$ cat src/rtl/hce_pkg.sv
// ----------------------------------------------------------------------------
// hce_pkg: shared types and constants for the chunked transfer encoder
// Item formats, framing constants and the hex digit encoder.
// ----------------------------------------------------------------------------
package hce_pkg;

  localparam int unsigned FRAME_BYTES = 9;
  localparam int unsigned COUNT_W     = 4;

  localparam logic [15:0] CHUNK_CAP  = 16'h8000;
  localparam logic [7:0]  ASCII_CR   = 8'h0d;
  localparam logic [7:0]  ASCII_LF   = 8'h0a;
  localparam logic [7:0]  ASCII_ZERO = 8'h30;

  localparam logic FUNC_DATA = 1'b0;
  localparam logic FUNC_END  = 1'b1;

  typedef struct packed {
    logic        func;
    logic [7:0]  data_byte;
    logic [15:0] avail;
  } in_item_t;

  typedef struct packed {
    logic [7:0] out_byte;
    logic       last;
  } out_item_t;

  // Byte 0 goes out first.
  typedef struct packed {
    logic [FRAME_BYTES-1:0][7:0] bytes;
    logic [COUNT_W-1:0]          count;
  } frame_t;

  typedef struct packed {
    logic [15:0] chunk_remaining;
    logic        stream_done;
  } enc_state_t;

  // Lowercase ASCII hex digit.
  function automatic logic [7:0] hex_digit(input logic [3:0] d);
    logic [7:0] r;
    if (d < 4'd10) begin
      r = ASCII_ZERO + {4'd0, d};
    end else begin
      r = 8'h57 + {4'd0, d};
    end
    return r;
  endfunction

endpackage

$ cat src/rtl/hce_framer.sv
// ----------------------------------------------------------------------------
// hce_framer: builds the output frame for one input transaction
// Computes chunk length, header bytes, trailer and the next encoder state.
// ----------------------------------------------------------------------------
module hce_framer
  import hce_pkg::*;
(
  input  in_item_t    item,
  input  enc_state_t  state,
  input  logic [15:0] max_chunk_len,
  output frame_t      frame,
  output enc_state_t  state_next
);

  logic [15:0] cap;
  logic [15:0] len;
  logic [15:0] avail_eff;
  logic [15:0] base;
  logic [15:0] rem_after;

  always_comb begin
    if (max_chunk_len == 16'd0) begin
      cap = 16'd1;
    end else if (max_chunk_len > CHUNK_CAP) begin
      cap = CHUNK_CAP;
    end else begin
      cap = max_chunk_len;
    end
    avail_eff = (item.avail == 16'd0) ? 16'd1 : item.avail;
    len       = (avail_eff > cap) ? cap : avail_eff;
    base      = (state.chunk_remaining == 16'd0) ? len : state.chunk_remaining;
    rem_after = base - 16'd1;
  end

  always_comb begin
    frame      = '0;
    state_next = state;
    if (state.stream_done) begin
      // drop everything after the terminator
      frame.count = '0;
    end else if (item.func == FUNC_END) begin
      frame.bytes[0] = ASCII_ZERO;
      frame.bytes[1] = ASCII_CR;
      frame.bytes[2] = ASCII_LF;
      frame.bytes[3] = ASCII_CR;
      frame.bytes[4] = ASCII_LF;
      frame.count    = COUNT_W'(5);
      state_next.chunk_remaining = '0;
      state_next.stream_done     = 1'b1;
    end else if (state.chunk_remaining == 16'd0) begin
      frame.bytes[0] = hex_digit(len[15:12]);
      frame.bytes[1] = hex_digit(len[11:8]);
      frame.bytes[2] = hex_digit(len[7:4]);
      frame.bytes[3] = hex_digit(len[3:0]);
      frame.bytes[4] = ASCII_CR;
      frame.bytes[5] = ASCII_LF;
      frame.bytes[6] = item.data_byte;
      if (rem_after == 16'd0) begin
        frame.bytes[7] = ASCII_CR;
        frame.bytes[8] = ASCII_LF;
        frame.count    = COUNT_W'(9);
      end else begin
        frame.count    = COUNT_W'(7);
      end
      state_next.chunk_remaining = rem_after;
    end else begin
      frame.bytes[0] = item.data_byte;
      if (rem_after == 16'd0) begin
        frame.bytes[1] = ASCII_CR;
        frame.bytes[2] = ASCII_LF;
        frame.count    = COUNT_W'(3);
      end else begin
        frame.count    = COUNT_W'(1);
      end
      state_next.chunk_remaining = rem_after;
    end
  end

endmodule

$ cat src/rtl/hce_serializer.sv
// ----------------------------------------------------------------------------
// hce_serializer: result register that shifts a frame out byte by byte
// Takes a new frame in the cycle its last byte is taken.
// ----------------------------------------------------------------------------
module hce_serializer
  import hce_pkg::*;
(
  input  logic      clk,
  input  logic      rst,
  input  logic      load,
  input  frame_t    frame,
  output logic      free,
  output logic      out_valid,
  input  logic      out_ready,
  output out_item_t out_item
);

  logic [FRAME_BYTES-1:0][7:0] bytes;
  logic [COUNT_W-1:0]          cnt;
  logic                        take;

  assign out_valid        = (cnt != '0);
  assign take             = out_valid && out_ready;
  assign free             = !out_valid || (take && (cnt == COUNT_W'(1)));
  assign out_item.out_byte = bytes[0];
  assign out_item.last     = (cnt == COUNT_W'(1));

  always_ff @(posedge clk) begin
    if (rst) begin
      cnt <= '0;
    end else if (load) begin
      cnt <= frame.count;
    end else if (take) begin
      cnt <= cnt - COUNT_W'(1);
    end
  end

  always_ff @(posedge clk) begin
    if (load) begin
      bytes <= frame.bytes;
    end else if (take) begin
      bytes <= {8'h00, bytes[FRAME_BYTES-1:1]};
    end
  end

endmodule

$ cat src/rtl/http_chunked_encoder_core.sv
// ----------------------------------------------------------------------------
// http_chunked_encoder_core: HTTP/1.1 chunked transfer coding framer
// Wraps a byte stream into chunks with a four-digit hex header and CR LF
// trailer, and closes the stream with the zero-length terminator.
// ----------------------------------------------------------------------------
//
//   channel | signals                          | transaction
//   --------+----------------------------------+--------------------------------
//   in      | in_valid, in_ready, in_item      | one payload byte or end marker
//   out     | out_valid, out_ready, out_item   | one byte of the coded stream
//   cfg     | cfg_valid, cfg_ready, cfg_data   | write of max_chunk_len
//
// An input transaction yields 0 to 9 output bytes, one per cycle unless out
// stalls. Inside a chunk a byte passes straight through at one transaction per
// cycle while out does not stall; a chunk header adds 6 bytes, a trailer 2, and
// the terminator is 5 bytes in all. The output shift register sets that rate.
// Reset (rst, synchronous) closes any chunk, clears the end flag and sets
// max_chunk_len to 0x8000. The config port is always ready.
// Back-pressure on out stalls the input register, then in_ready.
// ----------------------------------------------------------------------------
module http_chunked_encoder_core
  import hce_pkg::*;
(
  input  logic        clk,
  input  logic        rst,
  input  logic        in_valid,
  output logic        in_ready,
  input  in_item_t    in_item,
  output logic        out_valid,
  input  logic        out_ready,
  output out_item_t   out_item,
  input  logic        cfg_valid,
  output logic        cfg_ready,
  input  logic [15:0] cfg_data
);

  // input register (skid stage between the two sides)
  in_item_t    item_q;
  logic        item_full;

  // encoder state and configuration
  enc_state_t  state;
  enc_state_t  state_next;
  logic [15:0] max_chunk_len;

  frame_t      frame;
  logic        ser_free;
  logic        consume;
  logic        load;

  assign cfg_ready = 1'b1;

  hce_framer u_framer (
    .item          (item_q),
    .state         (state),
    .max_chunk_len (max_chunk_len),
    .frame         (frame),
    .state_next    (state_next)
  );

  // Retire the held transaction once the serializer can take its frame;
  // a transaction that yields nothing retires at once.
  assign consume  = item_full && ((frame.count == '0) || ser_free);
  assign load     = consume && (frame.count != '0);
  assign in_ready = !item_full || consume;

  hce_serializer u_ser (
    .clk       (clk),
    .rst       (rst),
    .load      (load),
    .frame     (frame),
    .free      (ser_free),
    .out_valid (out_valid),
    .out_ready (out_ready),
    .out_item  (out_item)
  );

  // Hold the item until the framer retires it.
  always_ff @(posedge clk) begin
    if (rst) begin
      item_full <= 1'b0;
    end else if (in_valid && in_ready) begin
      item_full <= 1'b1;
    end else if (consume) begin
      item_full <= 1'b0;
    end
  end

  always_ff @(posedge clk) begin
    if (in_valid && in_ready) begin
      item_q <= in_item;
    end
  end

  // Advance the chunk state with each retired transaction.
  always_ff @(posedge clk) begin
    if (rst) begin
      state <= '0;
    end else if (consume) begin
      state <= state_next;
    end
  end

  always_ff @(posedge clk) begin
    if (rst) begin
      max_chunk_len <= CHUNK_CAP;
    end else if (cfg_valid && cfg_ready) begin
      max_chunk_len <= cfg_data;
    end
  end

endmodule

$ cat config.mk
export PLATFORM = sky130hd
export DESIGN_NAME = http_chunked_encoder_core
export DESIGN_NICKNAME = d
export VERILOG_FILES = /design/src/rtl/hce_pkg.sv /design/src/rtl/hce_framer.sv /design/src/rtl/hce_serializer.sv /design/src/rtl/http_chunked_encoder_core.sv
export SDC_FILE = /design/constraint.sdc
export NUM_CORES = 1
export LEC_CHECK = 0
export ABC_CLOCK_PERIOD_IN_PS = 13450
export CAP_MARGIN = 25
export CORE_ASPECT_RATIO = 0.7
export CORE_MARGIN = 5
export CORE_UTILIZATION = 41
export CTS_BUF_LIST = sky130_fd_sc_hd__clkbuf_16
export CTS_CLUSTER_SIZE = 10
export DETAILED_ROUTE_END_ITERATION = 12
export DONT_BUFFER_PORTS = 1
export GPL_TIMING_DRIVEN = 0
export SYNTH_ARGS = -nofsm -noshare
export SYNTH_HDL_FRONTEND = slang
export SYNTH_HIERARCHICAL = 1
export SYNTH_SLANG_ARGS = --single-unit
$ cat constraint.sdc
create_clock -name clk -period 13.45 [get_ports clk]
set_input_delay 4.035 -clock clk [delete_from_list [all_inputs] [get_ports clk]]
set_output_delay 4.035 -clock clk [all_outputs]
set_load 0.02 [all_outputs]
==> metrics.yaml <==
run:
  max_cap_viol_count: 0
die:
  core_area_um2: 20920
  rows: 44
  initial_core_util: 0.4201
  chipWidth_um: 185.0
  ioPinCount: 58
  die_y_um: 132.5
  die_area_um2: 24510
clock_tree:
  clk_path_buf_depth: 2
  cts-buffers-inserted: 17
  hold_buffers: 0
  path_clk_slew_ps: 60
  h-tree-depth: 4
  clock-sinks: 135
  cts-root-buf: "clkbuf_16"
  post_cts_resized: 0
  insertion_delay_ps: 440
  cts_tree: "built"
  postCtsSetupRepairBufs: 0
worst_setup_path:
  crit_required_ps: 9410
  cp-start-kind: "flip-flop"
  crit_path_end_kind: "primary output"
  crit_top_cell: "ha_1"
  arrival_ps: 8020
  cp_slowest_cell: "or3b_2"
  critPathKind: "flip-flop to primary output"
  cp_max_fo: 10
  crit_path_max_incr_delay_ps: 590
yosys:
  yosys_warnings: 6
  syn_inst: 867
  yosys-mux-area-fraction: 0.1039
  avgSynthCellArea_um2: 10.14
  seq_area_frac_synth: 0.4180
  synth_adder_area_share: 0.03702
  syn_area_um2: 8788
  synthFlopType: "edfxtp_1"
  async_flop_share: 0
  synth_area_leaders: "edfxtp_1 33%, dfxtp_1 8.7%, mux2_2 8.5%"
  synth_cell_types: 91
  synth_simple_gate_area_frac: 0.2071
  synth-seq-cells: 135
  synth_edf_count: 97
  synth_top_area_cell: "edfxtp_1"
  synth_xor_area_frac: 0.01481
  synth_top_family_by_area: "simple AND/OR/NAND/NOR gates"
  netlist.area_leader.share: 0.3314
  synth_compound_area_frac: 0.1306
routing:
  drt_wl_total_mm: 23.96
  num_vias: 6828
  met3_length_mm: 2.450
  routed.top_layer: "met4"
  wl_per_cell_um: 19.98
  drc: 0
  via_per_inst: 5.695
  ant_nets: 0
  wl_met1_mm: 11.86
  route.met2.wl_mm: 9.347
  first_pass_iters: 5
  drt_iter0_markers: 805
global_route:
  grt_util_all_layers: 0.1984
  grt_max_degree: 64
  grt_first_pass_wirelength_mm: 37.40
  grt_pass1_vias: 6328
  antenna_found_initial: 0
  overflow: 0
placement:
  gp_congestion: 0.9637
  dp.final_hpwl_mm: 17.98
  numPortBuffers: 0
final_layout:
  area_growth_pct: 11.97
  diodes: 0
  seq_area_um2: 3674
  layout-drive-gt1-share: 0.2264
  multi_input_area_um2: 4438
  final_common_cell: "edfxtp_1"
  fillers: 1999
  final_nets: 983
  final_cell_mix: "97 x edfxtp_1, 73 x nor2_1, 66 x mux2_2"
sta:
  period_share: 0.8961
  fmax_mhz: 82.97
  fin_setup_tns_ps: 0
  finalCriticalPeriod_ps: 12050
  rsz0062_at_grt: "false"
  hold_viol_final: 0
  finClkSkew_ps: 17.14
  finalSetupViolCount: 0
  slew_headroom: 0.3047
  tightest_slew_ps: 1032
  slew_violations: 0
hold_path:
  hp-class: "flip-flop to flip-flop"
outcome:
  status: "complete, no violations"
## critical path, delay by kind of cell, from the launching register on
kind | cells | cell delay (ps)
AO/OA/AOI/OAI | 5 | 1380
flip-flops | 1 | 310
AND/OR/NAND/NOR | 15 | 3700
adder cells (fa/ha/maj) | 3 | 740
buffers and inverters | 6 | 1420
## final cells by class
| cell class | instances | share of cell area |
|---|---|---|
| Buffer | 111 | 0.06790 |
| Clock buffer | 17 | 0.04323 |
| Clock inverter | 14 | 0.01475 |
| Inverter | 26 | 0.01043 |
| Multi-Input combinational cell | 618 | 0.4510 |
| Sequential cell | 135 | 0.3733 |
| Tap cell | 276 | 0.03509 |
| Timing Repair Buffer | 2 | 0.004323 |
## registers in the layout, summed over array words and instances, names as in the netlist
register and count:
item_full 1, state 17, item_q 25, max_chunk_len 16
u_ser/cnt 4, u_ser/out_item 8, u_ser/bytes 64
## cells by family after synthesis
group	count (synthesis)
adder cells (fa/ha/maj)	26
AND/OR/NAND/NOR	312
other	2
buffers and inverters	137
flip-flops	135
multiplexers	83
AO/OA/AOI/OAI	158
XOR/XNOR	14
## per-stage QoR
stage                 util  std cells  setup WS [ps]  hold slack (ps)  area, µm²
floorplan                -        890           3599            476.4       8875
global placement    0.4407       1166           2050            506.5       9220
detailed placement  0.4431       1168           2005            514.2       9270
CTS                 0.4704       1199           1512            526.6       9841
global route        0.4704       1199          913.2            546.6       9841
finish              0.4704       1199           1398            519.7       9841
## metal layers
| metal | vias up | track usage |
|---|---|---|
| met5 | - | 0 |
| met4 | 0 | 0.04645 |
| met3 | 23 | 0.06831 |
| met2 | 303 | 0.2544 |
| met1 | 3253 | 0.3139 |
| li1 | 3249 | - |
## final timing paths
kind | from | to | slack, ps | depth (start not counted)
setup / recovery | max_chunk_len[15]$_SDFFE_PP1P_ | in_ready | 1400 | 29
hold / removal | max_chunk_len[7]$_SDFFE_PP0P_ | max_chunk_len[7]$_SDFFE_PP0P_ | 520 | 2
setup reg to reg | max_chunk_len[15]$_SDFFE_PP1P_ | u_ser/bytes[65]$_SDFFCE_PN0P_ | 4470 | 35
hold reg to reg | max_chunk_len[7]$_SDFFE_PP0P_ | max_chunk_len[7]$_SDFFE_PP0P_ | 520 | 2
## cells in the mapped netlist (4+ instances only)
master	number
a211oi_1	7
a21o_1	4
a21oi_1	39
a311oi_1	5
a311oi_2	4
a31oi_1	23
and2_1	12
and3_1	15
buf_2	21
buf_4	44
buf_6	5
clkbuf_1	35
dfxtp_1	38
edfxtp_1	97
ha_1	26
inv_1	24
mux2_2	66
mux2i_1	17
nand2_1	62
nand3_1	23
nand4_1	12
nand4b_1	17
nor2_1	73
nor2b_1	4
nor3_1	19
nor3b_1	20
nor4_1	8
o21ai_0	28
o21ai_1	4
o41ai_1	4
or4b_1	14
xnor2_1	9
xor2_1	4
Power is not shown: default switching activity piles up to over one toggle a cycle in this logic, so the estimate is an artifact.
